`src/rtl/grc_pkg.sv`:
```
// Shared types and constants for the plane-rotation chain block.
// Used by the front end, the item queue, the back end and the top level.
`default_nettype none

package grc_pkg;

  // Class of an accepted item, decided by the front end.
  typedef enum logic [1:0] {
    OP_LOAD      = 2'd0,  // first of a row: load the carry only
    OP_LOAD_EMIT = 2'd1,  // first and last together: load and emit unchanged
    OP_ROT       = 2'd2,  // rotate, emit one element
    OP_ROT_FLUSH = 2'd3   // rotate, emit one element and then the carry
  } op_t;

  localparam int QUEUE_DEPTH = 2;
  localparam int QPW         = $clog2(QUEUE_DEPTH);
  localparam int QCW         = $clog2(QUEUE_DEPTH + 1);

  localparam int OUT_DEPTH   = 4;
  localparam int OPW         = $clog2(OUT_DEPTH);
  localparam int OCW         = $clog2(OUT_DEPTH + 1);

  // Status of the back end, watched by the checks in the top level.
  typedef struct packed {
    logic [OCW-1:0] ocount;   // results held in the output buffer
    logic [1:0]     pushes;   // results written this cycle
    logic           q_pop;    // an item taken from the queue this cycle
    logic           out_pop;  // a result taken by the receiver this cycle
  } back_status_t;

endpackage

`default_nettype wire

```
`src/rtl/grc_front.sv`:
```
// Front end: holds the direction register, accepts items and classifies them.
// Depends on grc_pkg; feeds grc_queue.
`default_nettype none

module grc_front
  import grc_pkg::*;
#(
  parameter int DATA_WIDTH = 32,
  parameter int COEF_WIDTH = 18
) (
  input  wire logic                         clk,
  input  wire logic                         rst_n,
  input  wire logic                         cfg_valid,
  output      logic                         cfg_ready,
  input  wire logic                         cfg_direction,
  input  wire logic                         in_valid,
  output      logic                         in_stall,
  input  wire logic signed [DATA_WIDTH-1:0] in_element_value,
  input  wire logic signed [COEF_WIDTH-1:0] in_cosine,
  input  wire logic signed [COEF_WIDTH-1:0] in_sine,
  input  wire logic                         in_first,
  input  wire logic                         in_last,
  input  wire logic                         q_full,
  output      logic                         q_push,
  output      op_t                          q_op,
  output      logic signed [DATA_WIDTH-1:0] q_elem,
  output      logic signed [COEF_WIDTH:0]   q_cos,
  output      logic signed [COEF_WIDTH:0]   q_coef_a,
  output      logic signed [COEF_WIDTH:0]   q_coef_b
);

  logic                       direction_r;
  logic signed [COEF_WIDTH:0] sine_x;
  logic signed [COEF_WIDTH:0] sine_neg;

  assign cfg_ready = 1'b1;

  always_ff @(posedge clk) begin
    if (!rst_n) begin
      direction_r <= 1'b0;
    end else if (cfg_valid && cfg_ready) begin
      direction_r <= cfg_direction;
    end
  end

  assign in_stall = q_full;
  assign q_push   = in_valid && !q_full;

  always_comb begin
    unique case ({in_first, in_last})
      2'b10:   q_op = OP_LOAD;
      2'b11:   q_op = OP_LOAD_EMIT;
      2'b00:   q_op = OP_ROT;
      default: q_op = OP_ROT_FLUSH;
    endcase
  end

  // One extra bit so that negating the most negative sine stays exact.
  assign sine_x   = {in_sine[COEF_WIDTH-1], in_sine};
  assign sine_neg = -sine_x;
  assign q_elem   = in_element_value;
  assign q_cos    = {in_cosine[COEF_WIDTH-1], in_cosine};

  // The emitted value pairs the element with coef_a, the new carry pairs the
  // old carry with coef_b; the direction only swaps which of them is negated.
  assign q_coef_a = direction_r ? sine_neg : sine_x;
  assign q_coef_b = direction_r ? sine_x : sine_neg;

endmodule

`default_nettype wire

```
`config.mk`:
```
export PLATFORM = sky130hd
export DESIGN_NAME = grc_front
export DESIGN_NICKNAME = d
export VERILOG_FILES = /design/src/rtl/grc_pkg.sv /design/src/rtl/grc_front.sv
export SDC_FILE = /design/constraint.sdc
export NUM_CORES = 1
export LEC_CHECK = 0
export BUFFER_PORTS_ARGS = -buffer_cell sky130_fd_sc_hd__buf_2
export CAP_MARGIN = 5
export CORE_MARGIN = 4
export CORE_UTILIZATION = 25
export DETAILED_ROUTE_END_ITERATION = 8
export PLACE_DENSITY = 0.7
export SYNTH_ARGS = -nofsm -noshare
export SYNTH_HDL_FRONTEND = slang
export SYNTH_SLANG_ARGS = --single-unit
export TNS_END_PERCENT = 20
```
`constraint.sdc`:
```
create_clock -name clk -period 1.99 [get_ports clk]
set_input_delay 0.199 -clock clk [delete_from_list [all_inputs] [get_ports clk]]
set_output_delay 0.199 -clock clk [all_outputs]
set_load 0.01 [all_outputs]
```
==> flow_summary.json, run 1 <==
{
  "outcome": "finished clean",
  "fin_crit_sh_pct": 99.9,
  "gp_congestion": 0.736,
  "layout-drive-gt1-share_pct": 47.0,
  "p_per_area_nw_per_um2": 280,
  "min_from": "in_cosine[1]",
  "drt_iter0_markers": 19,
  "syn_area_per_cell_sq_um": 6.77,
  "synth_nets": 248,
  "antenna_cells": 0,
  "clk_latency_ns": 0,
  "seq_power_share_pct": 7.2,
  "chipHeight_um": 76.0,
  "hp-class": "primary input to output pin",
  "fin_area_sq_um": 1220,
  "finalHoldViolCount": 0,
  "area_growth_syn_to_layout_pct": 5.62,
  "hpwl_um": 2830,
  "grt_pass1_wl_um": 5400,
  "fmax_mhz": 503,
  "yosysWarnings": 0,
  "ant_nets": 0,
  "cts_hold_buf": 0,
  "wl_um": 3270,
  "critPathKind": "primary input to output pin",
  "endpoint_kind": "output pin",
  "rows": 24,
  "track_usage_pct": 10.6,
  "drv_cap": 0,
  "grt_start_max_net_pins": 15,
  "p_switching_uw": 175,
  "fin_crit_ns": 1.99,
  "p_leak_uw": 0.000584,
  "fill_cells": 487,
  "ys_seq_area_share_pct": 1.73,
  "dieArea_sq_um": 5780,
  "timing.rr.start": "direction_r",
  "p_total_uw": 343,
  "dp_slack_ns": 0.00686,
  "finalWorstSetupSlack_ns": 0.00112,
  "detail_route.wl_per_cell_um": 13.8,
  "fin_tns_setup_ns": 0,
  "ys_types": 27,
  "die_w_um": 76.0,
  "place_area_sq_um": 1190,
  "arrival_ns": 1.79,
  "vias": 1060,
  "peakVddDrop_v": 0.000139,
  "p_int_uw": 168,
  "combPwrFrac_pct": 92.8,
  "drc": 0,
  "top_level_ports": 170,
  "synth-seq-cells": 1,
  "rsz0062_at_grt": "true",
  "core-area_sq_um": 4410,
  "crit_path_start": "in_sine[5]",
  "crit_path_max_fanout": 5,
  "place.port_buffers": 65,
  "finClkSkew_ns": 0,
  "grt_pass1_vias": 1070,
  "synth_cells": 171,
  "start_util_pct": 26.2,
  "largest_reg_flops": 1,
  "required_ns": 1.79,
  "cp-start-kind": "primary input",
  "sw_frac_of_total_pct": 51.0,
  "finalMaxSlewViolations": 0,
  "clkPwrFrac_pct": 0,
  "biggestRegsByFlops": "direction_r x1",
  "fin_nets": 264,
  "overflow": 0,
  "syn_area_sq_um": 1160,
  "antenna_found_initial": 0,
  "finalSetupViolCount": 0,
  "drtPass1Iterations": 4,
  "regMostFlops": "direction_r",
  "avgViaCountPerCell": 4.47
}
[layout make-up]
type                       instances  area (sq um)  area share (%)
inverter                           5          18.8            1.54
sequential                         1          20.0            1.64
multi-input combinational        101           696            56.9
timing repair buffer              78           423            34.6
tap                               52          65.1            5.32
[cell usage after synthesis]
library cell / number / area, sq um
nor2b_1: 2 / 12.5
nor4_2: 1 / 12.5
nor3_1: 3 / 15.0
nand2_1: 10 / 37.5
dfxtp_1: 1 / 20.0
xnor2_1: 18 / 158
nor4_1: 4 / 25.0
a21oi_1: 11 / 55.1
ha_1: 1 / 12.5
nand2b_1: 6 / 37.5
mux2_2: 1 / 11.3
mux2i_1: 1 / 10.0
or2_2: 1 / 6.26
buf_4: 55 / 413
nor2_1: 11 / 41.3
buf_1: 2 / 7.51
nand4_1: 1 / 6.26
xor2_1: 14 / 123
o41ai_1: 2 / 17.5
o21ai_0: 2 / 10.0
o21ai_1: 7 / 35.0
conb_1: 1 / 3.75
buf_2: 2 / 10.0
inv_1: 5 / 18.8
or3_1: 1 / 6.26
clkbuf_1: 5 / 18.8
or4_4: 3 / 33.8
[power groups by stage]
stage / Sequential, uW / Clock (uW) / Combinational (uW)
after floorplan: 22.1 / 0 / 285
after global placement: 25.1 / 0 / 315
after detailed placement: 25.1 / 0 / 320
after CTS: 25.1 / 0 / 321
after global routing: 25.4 / 0 / 355
final: 24.8 / 0 / 318
[layer usage]
metal | GRT usage, % | up-vias | routed length, um
met2 | 18.4 | 66 | 1560
met4 | 3.20 | 0 | 95
li1 | - | 522 | -
met5 | 0 | - | 0
met1 | 12.6 | 451 | 1280
met3 | 2.60 | 21 | 333
[critical path, stage by stage]
cell,delay [ns]
buf_2,0.11
or4_4,0.58
or4_4,0.53
nand2_1,0.10
xnor2_1,0.11
buf_2,0.15
[placed cells by master, fill, tap and decap left out, drive strengths merged, types with 2 or more instances in the layout]
cell type and count:
nor4 5, xnor2 18, a21oi 11, inv 5, xor2 14, nor2 11, nor3 3, buf 78
nor2b 2, nand2 10, nand2b 6, o41ai 2, or4 3, o21ai 9
[what timing repair did]
item / in CTS / in global routing
hold endpoints to repair: 0 / 0
gates resized for setup: 0 / 4
setup endpoints to repair: 0 / 14
buffers inserted: 0 / 1
[logic make-up (layout without fill, tap and decap cells)]
family	Yosys count	in the layout	synth area share, %
buf+inv	69	83	40.4
xor+xnor	32	32	24.2
compound gates	22	22	10.2
simple gates	43	43	20.2
other cells	1	1	0.324
mux	2	2	1.84
fa+ha+maj	1	1	1.08
flops	1	1	1.73
[worst paths after layout]
kind                                     end  slack (ns)  cells after the start
worst max-delay path            q_coef_a[12]       0.001                      6
worst min-delay path                q_cos[1]        0.40                      0
worst max register to register   direction_r        0.98                      3
worst min register to register   direction_r        0.86                      3
[metrics by stage]
stage	util, %	std cells	hold WS [ns]
2_1_floorplan	-	171	0.327
3_3_place_gp	26.9	236	0.398
3_5_place_dp	26.9	236	0.398
4_1_cts	26.9	236	0.398
5_1_grt	27.7	237	0.398
6_report	27.7	237	0.398
Note: power is estimated with default switching activity, not from simulation.
==> inputs of run 2 (changes only) <==
MAX_ROUTING_LAYER = met4   (was default)
==> flow_summary.json, run 2 (synthesis results as in run 1) <==
{
  "outcome": "finished clean",
  "finalSetupViolCount": 0,
  "rsz0062_at_grt": "true",
  "drc": 0,
  "biggestRegsByFlops": "direction_r x1",
  "clk_latency_ns": 0,
  "finalMaxSlewViolations": 0,
  "cp_slowest_cell": "or4_4",
  "fill_cells": 487,
  "gp_congestion": 0.745,
  "hpwl_um": 2830,
  "vias": 1060,
  "chipHeight_um": 76.0,
  "hp-class": "primary input to output pin",
  "p_leak_uw": 0.000584,
  "finClkSkew_ns": 0,
  "fin_nets": 264,
  "critPathMaxStageDelay_ns": 0.58,
  "fin_crit_ns": 1.99,
  "detail_route.wl_per_cell_um": 13.8,
  "path_cells": "buf_2, or4_4, or4_4, nand2_1, xnor2_1, buf_2",
  "start_util_pct": 26.2,
  "avgViaCountPerCell": 4.47,
  "place.port_buffers": 65,
  "required_ns": 1.79,
  "antenna_cells": 0,
  "mostFrequentLayoutCell": "buf_2",
  "critPathKind": "primary input to output pin",
  "ant_nets": 0,
  "crit_family": "simple AND/OR/NAND/NOR gates",
  "dieArea_sq_um": 5780,
  "endpoint_kind": "output pin",
  "cts_hold_buf": 0,
  "grt_pass1_vias": 1070,
  "regMostFlops": "direction_r",
  "p_total_uw": 343,
  "crit_path_max_fanout": 5,
  "largest_reg_flops": 1,
  "place_area_sq_um": 1190,
  "fin_crit_sh_pct": 99.9,
  "drtPass1Iterations": 4,
  "peakVddDrop_v": 0.000139,
  "wl_um": 3270,
  "core-area_sq_um": 4410,
  "antenna_found_initial": 0,
  "area_growth_syn_to_layout_pct": 5.62,
  "cp-start-kind": "primary input",
  "layout-drive-gt1-share_pct": 47.0,
  "layout_common_cells": "buf_2, xnor2_1, xor2_1",
  "track_usage_pct": 10.9,
  "grt_start_max_net_pins": 15,
  "finalHoldViolCount": 0,
  "top_level_ports": 170,
  "fin_tns_setup_ns": 0,
  "drv_cap": 0,
  "fmax_mhz": 503,
  "die_w_um": 76.0,
  "fin_area_sq_um": 1220,
  "drt_iter0_markers": 26,
  "path_buf_inv": 2,
  "p_per_area_nw_per_um2": 280,
  "grt_pass1_wl_um": 5400,
  "arrival_ns": 1.79,
  "rows": 24,
  "overflow": 0
}
run 2: cell counts in the layout (fill, tap and decap cells not counted):
No cell type changed its count.
run 2: power by group:
| group | switching [uW] | internal [uW] |
|---|---|---|
| Combinational | 172 | 146 |
| Sequential | 3.08 | 21.7 |
| Clock | 0 | 0 |
| Total | 175 | 168 |
run 2: metrics by stage:
stage               util [%]  hold WS, ns  setup slack (ns)  std cells
global route            27.7        0.398           -0.0629        237
CTS                     26.9        0.398           0.00325        236
detailed placement      26.9        0.398           0.00686        236
finish                  27.7        0.398           0.00114        237
floorplan                  -        0.327             0.176        171
global placement        26.9        0.398            0.0118        236
run 2: layout make-up:
| type | count | area [sq um] | area share (%) |
|---|---|---|---|
| Inverter | 5 | 18.8 | 1.54 |
| Timing Repair Buffer | 78 | 423 | 34.6 |
| Multi-Input combinational cell | 101 | 696 | 56.9 |
| Sequential cell | 1 | 20.0 | 1.64 |
| Tap cell | 52 | 65.1 | 5.32 |
run 2: metal layers:
| layer | vias to the layer above | GRT usage, % | routed length (um) |
|---|---|---|---|
| met5 | - | - | 0 |
| met4 | 0 | 3.20 | 95 |
| met3 | 21 | 2.36 | 322 |
| met2 | 66 | 18.4 | 1560 |
| met1 | 451 | 12.8 | 1290 |
| li1 | 522 | - | - |
run 2: worst paths after layout:
kind | from | end | slack, ns | depth (start not counted)
max | in_sine[5] | q_coef_a[12] | 0.001 | 6
min | in_cosine[1] | q_cos[1] | 0.40 | 0
max reg2reg | direction_r | direction_r | 0.98 | 3
min reg2reg | direction_r | direction_r | 0.86 | 3
run 2: what timing repair did:
item                                    4_1_cts  5_1_grt
endpoints found under the setup margin        0       14
setup buffers                                 0        1
resized for setup                             0        4
==> inputs of run 3 (changes only) <==
CORE_UTILIZATION = 30   (was 25)
PLACE_DENSITY = 0.81   (was 0.7)
RECOVER_POWER = 100   (was default)
==> flow_summary.json, run 3 (synthesis results as in run 1) <==
{
  "outcome": "finished with violations",
  "violations": "negative setup slack",
  "crit_path_max_fanout": 5,
  "path_cells": "buf_8, or4_4, or4_4, nand2_2, xnor2_1, buf_2",
  "p_per_area_nw_per_um2": 284,
  "drt_iter0_markers": 23,
  "finalWorstSetupSlack_ns": -0.0340,
  "area_growth_syn_to_layout_pct": 4.11,
  "die_w_um": 70.1,
  "critPathKind": "primary input to output pin",
  "antenna_cells": 0,
  "endpoint_kind": "output pin",
  "gp_congestion": 0.790,
  "finalHoldViolCount": 0,
  "fill_cells": 420,
  "largest_reg_flops": 1,
  "antenna_found_initial": 0,
  "hpwl_um": 2700,
  "finClkSkew_ns": 0,
  "rows": 22,
  "grt_start_max_net_pins": 18,
  "fmax_mhz": 494,
  "rsz0062_at_grt": "true",
  "drc": 0,
  "biggestRegsByFlops": "direction_r x1",
  "wl_um": 3080,
  "hp-class": "primary input to output pin",
  "peakVddDrop_v": 0.000138,
  "ant_nets": 0,
  "layout_common_cells": "buf_2, xnor2_1, xor2_1",
  "overflow": 0,
  "cp_slowest_cell": "or4_4",
  "grt_pass1_wl_um": 4940,
  "fin_crit_sh_pct": 102,
  "min_from": "in_cosine[0]",
  "start_util_pct": 31.4,
  "cp-start-kind": "primary input",
  "track_usage_pct": 12.1,
  "crit_top_cell": "or4_4",
  "final_util_pct": 32.7,
  "core-area_sq_um": 3690,
  "dp.cells": 229,
  "p_leak_uw": 0.000539,
  "timing.rr.start": "direction_r",
  "finalMaxSlewViolations": 0,
  "top_level_ports": 170,
  "chipHeight_um": 70.1,
  "drtPass1Iterations": 4,
  "grt_pass1_vias": 1032,
  "finalSetupViolCount": 2,
  "arrival_ns": 1.83,
  "fin_crit_ns": 2.02,
  "critPathMaxStageDelay_ns": 0.59,
  "layout-drive-gt1-share_pct": 41.2,
  "crit_path_start": "in_sine[6]",
  "final_cells": 230,
  "vias": 1057,
  "mostFrequentLayoutCell": "buf_2",
  "avgViaCountPerCell": 4.60,
  "whs_ns": 0.398,
  "place.port_buffers": 65,
  "regMostFlops": "direction_r",
  "required_ns": 1.79,
  "dieArea_sq_um": 4920,
  "fin_nets": 261,
  "detail_route.wl_per_cell_um": 13.4,
  "drv_cap": 0,
  "clk_latency_ns": 0
}
## run 3: changes by cell type in the layout (fill, tap and decap cells not counted), moves of 2 or more
cell	before	now
buf_4	13	11
o41ai_1	0	2
nor4_2	0	2
clkbuf_1	0	11
o41ai_2	2	0
buf_2	65	51
nand2_1	10	8
## run 3: routing by layer
layer	vias to the layer above	part of all wire, %	routed length [um]	track usage (%)
met5	-	0	0	-
met4	0	3.1	96	3.40
met3	14	10	309	2.30
met2	55	49	1500	21.8
met1	472	38	1170	13.5
li1	516	-	-	-
## run 3: through the flow
step | setup slack, ns | total power (uW) | TNS [ns] | cell area (sq um)
after global placement | 0.00732 | 335 | 0 | 1160
after detailed placement | -0.0315 | 341 | -0.0705 | 1160
final | -0.0340 | 342 | -0.0495 | 1200
after CTS | -0.0105 | 343 | -0.0105 | 1170
after floorplan | 0.176 | 307 | 0 | 1160
after global routing | -0.0705 | 376 | -0.251 | 1200
## run 3: report_power, final
| part | leakage [uW] | total, uW | internal [uW] | switching [uW] |
|---|---|---|---|---|
| Combinational | 0.000531 | 320 | 145 | 175 |
| Sequential | 0.00000826 | 22.3 | 21.7 | 0.582 |
| Clock | 0 | 0 | 0 | 0 |
| Total | 0.000539 | 342 | 166 | 175 |
## run 3: final timing paths
kind              slack (ns)           end  depth (start not counted)
hold / removal          0.40      q_cos[0]                          0
setup / recovery       -0.03  q_coef_a[12]                          6
hold reg to reg         0.75   direction_r                          3
setup reg to reg        1.18   direction_r                          3
## run 3: cell type report
class / count / area (sq um) / share of cell area [%]
inverter: 5 / 18.8 / 1.56
multi-input combinational: 101 / 701 / 58.2
sequential: 1 / 20.0 / 1.66
tap: 48 / 60.1 / 4.98
timing repair buffer: 75 / 405 / 33.6
## run 3: what timing repair did
item                       in CTS  in global routing
setup endpoints to repair       6                  6
setup buffers                   0                  1
resized for setup               1                 13
pin swaps                       1                  4
hold buffers                    0                  0
## run 3: worst max-delay path: cells and delay by family
| kind | cells | cell delay (ns) |
|---|---|---|
| buffers and inverters | 2 | 0.25 |
| and+or+nand+nor | 3 | 1.26 |
| xor gates and xnor gates | 1 | 0.11 |
