## src/rtl/grc_pkg.sv

```systemverilog
// Shared types and constants for the plane-rotation chain block.
// Used by the front end, the item queue, the back end and the top level.
`default_nettype none

package grc_pkg;

  // Class of an accepted item, decided by the front end.
  typedef enum logic [1:0] {
    OP_LOAD      = 2'd0,  // first of a row: load the carry only
    OP_LOAD_EMIT = 2'd1,  // first and last together: load and emit unchanged
    OP_ROT       = 2'd2,  // rotate, emit one element
    OP_ROT_FLUSH = 2'd3   // rotate, emit one element and then the carry
  } op_t;

  localparam int QUEUE_DEPTH = 2;
  localparam int QPW         = $clog2(QUEUE_DEPTH);
  localparam int QCW         = $clog2(QUEUE_DEPTH + 1);

  localparam int OUT_DEPTH   = 4;
  localparam int OPW         = $clog2(OUT_DEPTH);
  localparam int OCW         = $clog2(OUT_DEPTH + 1);

  // Status of the back end, watched by the checks in the top level.
  typedef struct packed {
    logic [OCW-1:0] ocount;   // results held in the output buffer
    logic [1:0]     pushes;   // results written this cycle
    logic           q_pop;    // an item taken from the queue this cycle
    logic           out_pop;  // a result taken by the receiver this cycle
  } back_status_t;

endpackage

`default_nettype wire

```

## src/rtl/grc_queue.sv

```systemverilog
// Short item queue between the front end and the back end.
// Depends on grc_pkg for its depth.
`default_nettype none

module grc_queue
  import grc_pkg::*;
#(
  parameter int WIDTH = 8
) (
  input  wire logic             clk,
  input  wire logic             rst_n,
  input  wire logic             push,
  input  wire logic [WIDTH-1:0] push_data,
  output      logic             full,
  output      logic             pop_valid,
  output      logic [WIDTH-1:0] pop_data,
  input  wire logic             pop
);

  logic [WIDTH-1:0] mem_r [QUEUE_DEPTH];
  logic [QPW-1:0]   wr_ptr_r;
  logic [QPW-1:0]   rd_ptr_r;
  logic [QCW-1:0]   count_r;
  logic [QCW-1:0]   count_nxt;
  logic             do_pop;

  assign full      = (count_r == QCW'(QUEUE_DEPTH));
  assign pop_valid = (count_r != '0);
  assign pop_data  = mem_r[rd_ptr_r];
  assign do_pop    = pop && pop_valid;

  always_comb begin
    count_nxt = count_r;
    if (push && !do_pop) begin
      count_nxt = count_r + QCW'(1);
    end else if (do_pop && !push) begin
      count_nxt = count_r - QCW'(1);
    end
  end

  always_ff @(posedge clk) begin
    if (push) begin
      mem_r[wr_ptr_r] <= push_data;
    end
  end

  always_ff @(posedge clk) begin
    if (!rst_n) begin
      wr_ptr_r <= '0;
      rd_ptr_r <= '0;
      count_r  <= '0;
    end else begin
      if (push) begin
        wr_ptr_r <= wr_ptr_r + QPW'(1);
      end
      if (do_pop) begin
        rd_ptr_r <= rd_ptr_r + QPW'(1);
      end
      count_r <= count_nxt;
    end
  end

endmodule

`default_nettype wire

```

## config.mk

```make
export PLATFORM = sky130hd
export DESIGN_NAME = grc_queue
export DESIGN_NICKNAME = d
export VERILOG_FILES = /design/src/rtl/grc_pkg.sv /design/src/rtl/grc_queue.sv
export SDC_FILE = /design/constraint.sdc
export NUM_CORES = 1
export LEC_CHECK = 0
export BUFFER_PORTS_ARGS = -buffer_cell sky130_fd_sc_hd__buf_2
export CAP_MARGIN = 20
export CORE_MARGIN = 2
export CORE_UTILIZATION = 48
export CTS_CLUSTER_SIZE = 30
export DETAILED_ROUTE_END_ITERATION = 12
export HOLD_SLACK_MARGIN = 0.03
export MAX_ROUTING_LAYER = met4
export PLACE_DENSITY = 0.71
export SKIP_CTS_REPAIR_TIMING = 1
export SLEW_MARGIN = 20
export SYNTH_ARGS = -nofsm -noshare
export SYNTH_HDL_FRONTEND = slang
export SYNTH_SLANG_ARGS = --single-unit
export TNS_END_PERCENT = 5
```

## constraint.sdc

```tcl
create_clock -name clk -period 2.1 [get_ports clk]
set_clock_uncertainty 0.1 [all_clocks]
set_input_delay 0.42 -clock clk [delete_from_list [all_inputs] [get_ports clk]]
set_output_delay 0.42 -clock clk [all_outputs]
set_load 0.05 [all_outputs]
```

==> results of run 1 <==
==> per-layer routing <==
metal	routed length, um	global-route usage [%]	vias up
li1	-	-	223
met1	433	12.97	210
met2	552	22.03	13
met3	54	6.000	0
met4	0	5.455	0
met5	0	-	-
==> power by group through the flow <==
stage	combinational, W	sequential (W)	clock, W
after floorplan	0.000430	0.000536	0
after global placement	0.000489	0.000565	0
after detailed placement	0.000493	0.000567	0
after CTS	0.000493	0.000558	0.000189
after global routing	0.000521	0.000566	0.000210
final	0.000489	0.000556	0.000178
==> cells in the final DEF (no fill, tap or decap) <==
master / n
buf_2: 21
edfxtp_1: 16
mux2_2: 8
dfxtp_1: 5
and2_1: 4
nor2b_1: 3
clkbuf_4: 3
xnor2_1: 2
or2_2: 1
o21ai_1: 1
o21a_1: 1
xor2_1: 1
o21ai_0: 1
or3_1: 1
a21boi_1: 1
ha_1: 1
clkbuf_1: 1
buf_4: 1
==> path summary, 6_finish.rpt <==
kind,slack [ps],end,from,cells past startpoint
min reg2reg,430,count_r[1],count_r[1],2
max reg2reg,520,count_r[1],count_r[0],4
min,210,mem_r[1][7],push_data[7],1
max,160,pop_data[6],flip-flop,2
==> cell type report <==
type	count	area, sq um	area share, %
clock buffers	4	26.28	2.767
multi-input cells	25	210.2	22.13
flip-flops and latches	21	580.6	61.13
well taps	16	20.02	2.108
repair buffers	22	112.6	11.86
==> registers in the layout (all words and copies together) (netlist names), named ones only <==
| signal | flops |
|---|---|
| wr_ptr_r | 1 |
| mem_r | 16 |
| count_r | 2 |
| rd_ptr_r | 1 |
==> metrics by stage <==
step / hold slack (ps) / total power [W] / worst slack, ps / cell area (sq um) / instances
floorplan: 373.9 / 0.0009662 / 515.5 / 795.8 / 47
global placement: 391.8 / 0.001054 / 480.4 / 923.4 / 84
detailed placement: 414.2 / 0.001060 / 463.1 / 923.4 / 84
CTS: 196.5 / 0.001240 / 126.9 / 949.7 / 88
global route: 180.5 / 0.001297 / 63.87 / 949.7 / 88
finish: 214.0 / 0.001224 / 161.9 / 949.7 / 88
==> logic make-up (layout without fill, tap and decap cells) <==
logic type	Yosys count	in the layout	synth area share, %
buffers and inverters	1	26	0.6283
flip-flops	21	21	72.96
AND/OR/NAND/NOR	9	9	7.076
AO/OA/AOI/OAI	4	4	3.144
multiplexers	8	8	11.32
adder cells (fa/ha/maj)	1	1	1.572
XOR/XNOR	3	3	3.302
==> results.json, run 1 <==
{
  "status": "finished clean",
  "synthArstFlopShare_pct": 0,
  "pwr-share-clk_pct": 14.6,
  "finalCriticalPeriod_ps": 1938,
  "p_per_area_nw_per_um2": 1288,
  "worstPathCellList": "mux2_2 -> buf_2",
  "pin_count": 22,
  "wl_mm": 1.041,
  "synth_edf_count": 16,
  "synthCells": 47,
  "cts_tree": "yes",
  "cts_max_level": 1,
  "ys_ff_latch": 21,
  "routed-via-count": 446,
  "wire_per_inst_um": 11.83,
  "synth.most_common_cell": "edfxtp_1",
  "fin_util_pct": 62.32,
  "numCtsBuffers": 3,
  "rsz0062_at_grt": "no",
  "drc": 0,
  "critical_path_class": "reg2out",
  "crit_path_max_incr_delay_ps": 540,
  "slew_viol_final": 0,
  "worstPathArrival_ps": 1420,
  "grt_pass1_wl_mm": 1.711,
  "p_int_w": 0.0007479,
  "start_kind": "flip-flop",
  "maxSlewHeadroom_pct": 75.58,
  "seqPwrFrac_pct": 45.4,
  "cp_num_buf_inv": 1,
  "ant_nets": 0,
  "final_hold_viol_count": 0,
  "clk_pin_slew_ps": 100,
  "p_sw_share_pct": 38.87,
  "grt_usage_pct": 13.10,
  "ys_dominant_reg_cell": "edfxtp_1",
  "synth_area_sq_um": 795.8,
  "fin_nets": 86,
  "grt_max_degree": 12,
  "synthTopCellsByCount": "16 x edfxtp_1, 8 x mux2_2, 5 x dfxtp_1",
  "num-fill-cells": 113,
  "required_ps": 1580,
  "tightest_slew_ps": 366.3,
  "fmax_ghz": 0.5160,
  "drt_iter0_drc": 5,
  "port_buffers": 21,
  "p_leak_nw": 0.3736,
  "hpwl_um": 813.1,
  "yosys.area.top_type": "edfxtp_1",
  "synthToLayoutAreaGrowth_pct": 19.34,
  "grt_pass1_vias": 409,
  "yosysTopAreaCellShare_pct": 60.38,
  "synth_area_per_cell_sq_um": 16.93,
  "core_area_sq_um": 1524,
  "gp_congestion": 0.6455,
  "clockRootBuffer": "clkbuf_4",
  "setup_viol": 0,
  "final.setup.tns_ps": 0,
  "die_area_sq_um": 1999,
  "cts_buffer_depth": 2,
  "cts_sinks": 21,
  "antenna_found_initial": 0,
  "dieHeight_um": 44.72,
  "cap_violations": 0,
  "drive_gt1_share_pct": 47.22,
  "rows": 14,
  "synth_fp_nets": 60,
  "synth_seq_area_share_pct": 72.96,
  "synthTopCellsByArea": "edfxtp_1 60%, dfxtp_1 13%, mux2_2 11%",
  "crit_path_max_fanout": 8,
  "synth_cell_types": 15,
  "initial_utilization_pct": 52.22,
  "fin_crit_sh_pct": 92.29,
  "switchingPower_w": 0.0004756,
  "ir_drop_v": 0.0006869,
  "clk_latency_ps": 290,
  "comb_power_share_pct": 40.0,
  "hold_path_class": "in2reg",
  "critical_path.slowest_cell": "dfxtp_1",
  "yosys_warnings": 0,
  "diodes": 0,
  "vias_per_cell": 5.068,
  "grt_overflow": 0,
  "drtPass1Iterations": 2,
  "path_delay_family": "flip-flops",
  "end_kind": "primary output",
  "chipWidth_um": 44.72
}
Power figures use the tool's default switching activity.
==> run 2, diff against run 1 <==
- ABC_AREA: not set -> 1
- CORE_UTILIZATION: 48 -> 44
- PLACE_DENSITY: 0.71 -> 0.68
- clock period: 2.1 -> 1.7 ns (I/O delays scaled with it)
==> results.json, run 2 <==
{
  "num-fill-cells": 150,
  "clk_latency_ps": 280,
  "start_kind": "flip-flop",
  "tightest_slew_ps": 328.5,
  "synth.most_common_cell": "edfxtp_1",
  "grt_max_degree": 12,
  "fin_crit_sh_pct": 97.62,
  "rows": 15,
  "multi_input_area_sq_um": 197.7,
  "wl_mm": 1.164,
  "dp_slack_ps": 139.3,
  "yosys.area.top_type": "edfxtp_1",
  "grt_pass1_wl_mm": 1.752,
  "synthTopCellsByCount": "16 x edfxtp_1, 8 x mux2_2, 8 x nand2_1, 8 x nor2_1, 7 x inv_1",
  "maxSlewHeadroom_pct": 78.08,
  "synth_seq_area_share_pct": 71.38,
  "holdWs_ps": 133.9,
  "synth_area_sq_um": 813.3,
  "clockRootBuffer": "clkbuf_4",
  "worstSetupEndpoint": "pop_data[6]",
  "synthArstFlopShare_pct": 0,
  "antenna_found_initial": 0,
  "cts_sinks": 21,
  "ys_dominant_reg_cell": "edfxtp_1",
  "r2r_slack_ps": 250,
  "largest_register_ffs": 16,
  "grt_pass1_vias": 460,
  "grt_usage_pct": 12.45,
  "crit_path_max_fanout": 8,
  "core_area_sq_um": 1727,
  "slew_viol_final": 0,
  "hpwl_um": 835.9,
  "routed-via-count": 499,
  "final_hold_viol_count": 0,
  "worstPathArrival_ps": 1220,
  "pin_count": 22,
  "drtPass1Iterations": 3,
  "layout.cells.most_common": "edfxtp_1",
  "regToRegStartpoint": "count_r[0]",
  "yosysTopAreaCellShare_pct": 59.08,
  "die_area_sq_um": 2208,
  "synthTopCellsByArea": "edfxtp_1 59%, dfxtp_1 12%, mux2_2 11%",
  "rsz0062_at_grt": "yes",
  "setup_ws_ps": 40.48,
  "drive_gt1_share_pct": 41.86,
  "layout_common_cells": "16 x edfxtp_1, 13 x buf_2",
  "setup_viol": 0,
  "synthCells": 61,
  "hold_path_class": "in2reg",
  "reg_top3": "mem_r x16, count_r x2",
  "ir_drop_v": 0.0006246,
  "cts_tree": "yes",
  "critical_path_class": "reg2out",
  "fin_util_pct": 59.78,
  "ant_nets": 0,
  "drt_iter0_drc": 6,
  "yosys_warnings": 0,
  "drc": 0,
  "diodes": 0,
  "synthToLayoutAreaGrowth_pct": 26.92,
  "timing.rr.end": "count_r[1]",
  "gp_congestion": 0.6776,
  "regMostFlops": "mem_r",
  "synth_cell_types": 15,
  "wire_per_inst_um": 10.49,
  "end_kind": "primary output",
  "numCtsBuffers": 3,
  "cap_violations": 0,
  "seq_area_sq_um": 584.3,
  "vias_per_cell": 4.495,
  "reg2reg_depth": 8,
  "synth_area_per_cell_sq_um": 13.33,
  "grt_overflow": 0,
  "synth_fp_nets": 74,
  "required_ps": 1260,
  "p_per_area_nw_per_um2": 1132,
  "synth_edf_count": 16,
  "finalCriticalPeriod_ps": 1660,
  "status": "finished clean",
  "ys_ff_latch": 21,
  "initial_utilization_pct": 47.10,
  "clk_pin_slew_ps": 100,
  "chipWidth_um": 46.99,
  "port_buffers": 21,
  "p_leak_nw": 0.4363,
  "dieHeight_um": 46.99,
  "fmax_ghz": 0.6026,
  "cts_max_level": 1,
  "fin_nets": 100,
  "cts_buffer_depth": 2
}
## run 2: cell count changes after synthesis, moves of 2 or more
cell	before	now
and2_1	4	0
inv_1	0	7
nand2_1	0	8
nor2_1	0	8
nor2b_1	3	0
xnor2_1	2	0
## run 2: routing by layer
layer	vias up	global-route usage [%]	share of wire, %
met4	0	8.333	1.0
met1	230	12.75	41
met2	11	20.27	52
met3	2	3.846	5.5
li1	256	-	-
met5	-	-	0
## run 2: worst min-delay path by stage
stage,startpoint,end,slack [ps],cells past startpoint
4_1_cts,push_data[6],mem_r[0][6],120,1
6_report,push_data[6],mem_r[0][6],130,1
2_1_floorplan,push_data[0],mem_r[0][0],340,0
5_1_grt,push_data[1],mem_r[0][1],120,1
3_3_place_gp,rd_ptr_r,rd_ptr_r,380,2
3_5_place_dp,rd_ptr_r,flip-flop,390,2
## run 2: final cells by class
type,instances,area share (%)
Sequential cell,21,56.61
Timing Repair Buffer,22,15.76
Tap cell,25,3.030
Clock buffer,4,2.545
Inverter,8,2.909
Multi-Input combinational cell,31,19.15
## run 2: logic make-up (layout without fill, tap and decap cells)
| family | after synthesis | count (layout) | share of synthesized area, % |
|---|---|---|---|
| and+or+nand+nor | 19 | 19 | 9.539 |
| DFF | 21 | 21 | 71.39 |
| buffers and inverters | 9 | 34 | 4.307 |
| adders and majority gates | 1 | 1 | 1.538 |
| AOI/OAI and AO/OA | 3 | 3 | 2.153 |
| muxes | 8 | 8 | 11.08 |
## run 2: where the power goes
group | switching [W] | internal, W | total, W
clock network | 0.000127 | 0.0000911 | 0.000218
registers | 0.0000281 | 0.000594 | 0.000623
logic | 0.000209 | 0.000119 | 0.000328
## run 2: through the flow
step | cells | TNS, ps | total power, W | cell area, sq um
after floorplan | 61 | 0 | 0.0008616 | 813.3
after global placement | 107 | 0 | 0.0009238 | 952.2
after detailed placement | 107 | 0 | 0.0009279 | 952.2
after CTS | 111 | -1595 | 0.001148 | 978.4
after global routing | 111 | -47.85 | 0.001230 | 1032
final | 111 | 0 | 0.001169 | 1032
## run 2: critical path, stage by stage (launching register included)
cell     delay (ps)
dfxtp_4         420
mux2_2          360
buf_6           150
==> run 3, diff against run 2 <==
- PLACE_DENSITY: 0.68 -> 0.76
==> results.json, run 3 (synthesis results as in run 2) <==
{
  "diodes": 0,
  "reg_top3": "mem_r x16, count_r x2",
  "cts_sinks": 21,
  "hpwl_um": 945.5,
  "finalCriticalPeriod_ps": 1670,
  "setup_viol": 0,
  "required_ps": 1260,
  "ant_nets": 0,
  "die_area_sq_um": 2208,
  "tightest_slew_ps": 313.7,
  "grt_pass1_vias": 441,
  "worstPathArrival_ps": 1230,
  "slew_viol_final": 0,
  "wl_mm": 1.197,
  "rows": 15,
  "rsz0062_at_grt": "yes",
  "start_kind": "flip-flop",
  "port_buffers": 21,
  "fin_nets": 100,
  "multi_input_area_sq_um": 201.4,
  "dieHeight_um": 46.99,
  "maxSlewHeadroom_pct": 79.06,
  "drc": 0,
  "fmax_ghz": 0.5987,
  "clk_pin_slew_ps": 100,
  "synthToLayoutAreaGrowth_pct": 27.38,
  "regMostFlops": "mem_r",
  "final_area_sq_um": 1036,
  "routed-via-count": 512,
  "clockRootBuffer": "clkbuf_4",
  "grt_pass1_wl_mm": 1.738,
  "pin_count": 22,
  "wire_per_inst_um": 10.78,
  "ir_drop_v": 0.0005124,
  "seq_area_sq_um": 584.3,
  "initial_utilization_pct": 47.10,
  "grt_usage_pct": 12.54,
  "p_per_area_nw_per_um2": 1135,
  "antenna_found_initial": 0,
  "fin_util_pct": 60.00,
  "numCtsBuffers": 3,
  "gp_congestion": 0.6919,
  "largest_register_ffs": 16,
  "drtPass1Iterations": 4,
  "detailed_place.area_sq_um": 952.2,
  "layout_common_cells": "16 x edfxtp_1, 13 x buf_2, 8 x nand2_1, 8 x nor2_1, 8 x buf_6",
  "drt_iter0_drc": 12,
  "layout.cells.most_common": "edfxtp_1",
  "p_leak_nw": 0.4399,
  "cts_tree": "yes",
  "end_kind": "primary output",
  "cts_buffer_depth": 2,
  "core_area_sq_um": 1727,
  "cap_violations": 0,
  "fin_crit_sh_pct": 98.26,
  "final_hold_viol_count": 0,
  "clk_latency_ps": 290,
  "hold_path_class": "in2reg",
  "num-fill-cells": 166,
  "final.setup.tns_ps": 0,
  "cts_max_level": 1,
  "vias_per_cell": 4.613,
  "chipWidth_um": 46.99,
  "grt_overflow": 0,
  "grt_max_degree": 12,
  "crit_path_max_fanout": 8,
  "drive_gt1_share_pct": 41.86,
  "status": "finished clean",
  "critical_path_class": "reg2out"
}
run 3: changes by cell type in the layout (fill, tap and decap cells not counted):
cell / before / now
mux2_2: 8 / 7
mux2_4: 0 / 1
run 3: final timing paths:
kind,slack (ps),from,end,cells past startpoint
worst max register to register,210,count_r[0],count_r[1],7
worst min-delay path,130,push_data[7],mem_r[1][7],1
worst min register to register,400,wr_ptr_r,wr_ptr_r,2
worst max-delay path,30,flip-flop,pop_data[1],2
run 3: layer usage:
metal  global-route usage, %  share of wire [%]  vias to the layer above
li1                        -                  -                      256
met1                   12.03                 38                      237
met3                   3.462                5.4                        2
met2                   22.47                 55                       17
met5                       -                  0                        -
met4                   6.667                1.9                        0
run 3: cell type report:
| class | instances | area share, % |
|---|---|---|
| inverter | 8 | 2.899 |
| sequential | 21 | 56.40 |
| tap | 25 | 3.019 |
| clock buffer | 4 | 2.536 |
| multi-input combinational | 31 | 19.44 |
| timing repair buffer | 22 | 15.70 |
run 3: stage by stage:
step | hold WS [ps] | worst slack [ps] | total power (W) | instances
2_1_floorplan | 338.9 | 228.8 | 0.0008616 | 61
3_3_place_gp | 380.0 | 161.0 | 0.0009215 | 107
3_5_place_dp | 392.9 | 138.7 | 0.0009324 | 107
4_1_cts | 124.0 | -203.0 | 0.001153 | 111
5_1_grt | 109.4 | -25.00 | 0.001238 | 111
6_report | 133.0 | 29.58 | 0.001176 | 111
run 3: worst max-delay path, stage by stage (launching register included):
cell and delay, ps:
dfxtp_4 420, mux2_2 360, buf_6 160
run 3: report_power, final:
group          switching (W)  total [W]  internal, W
clock               0.000128   0.000219    0.0000912
sequential         0.0000295   0.000624     0.000594
combinational       0.000212   0.000333     0.000121
total               0.000370    0.00118     0.000806
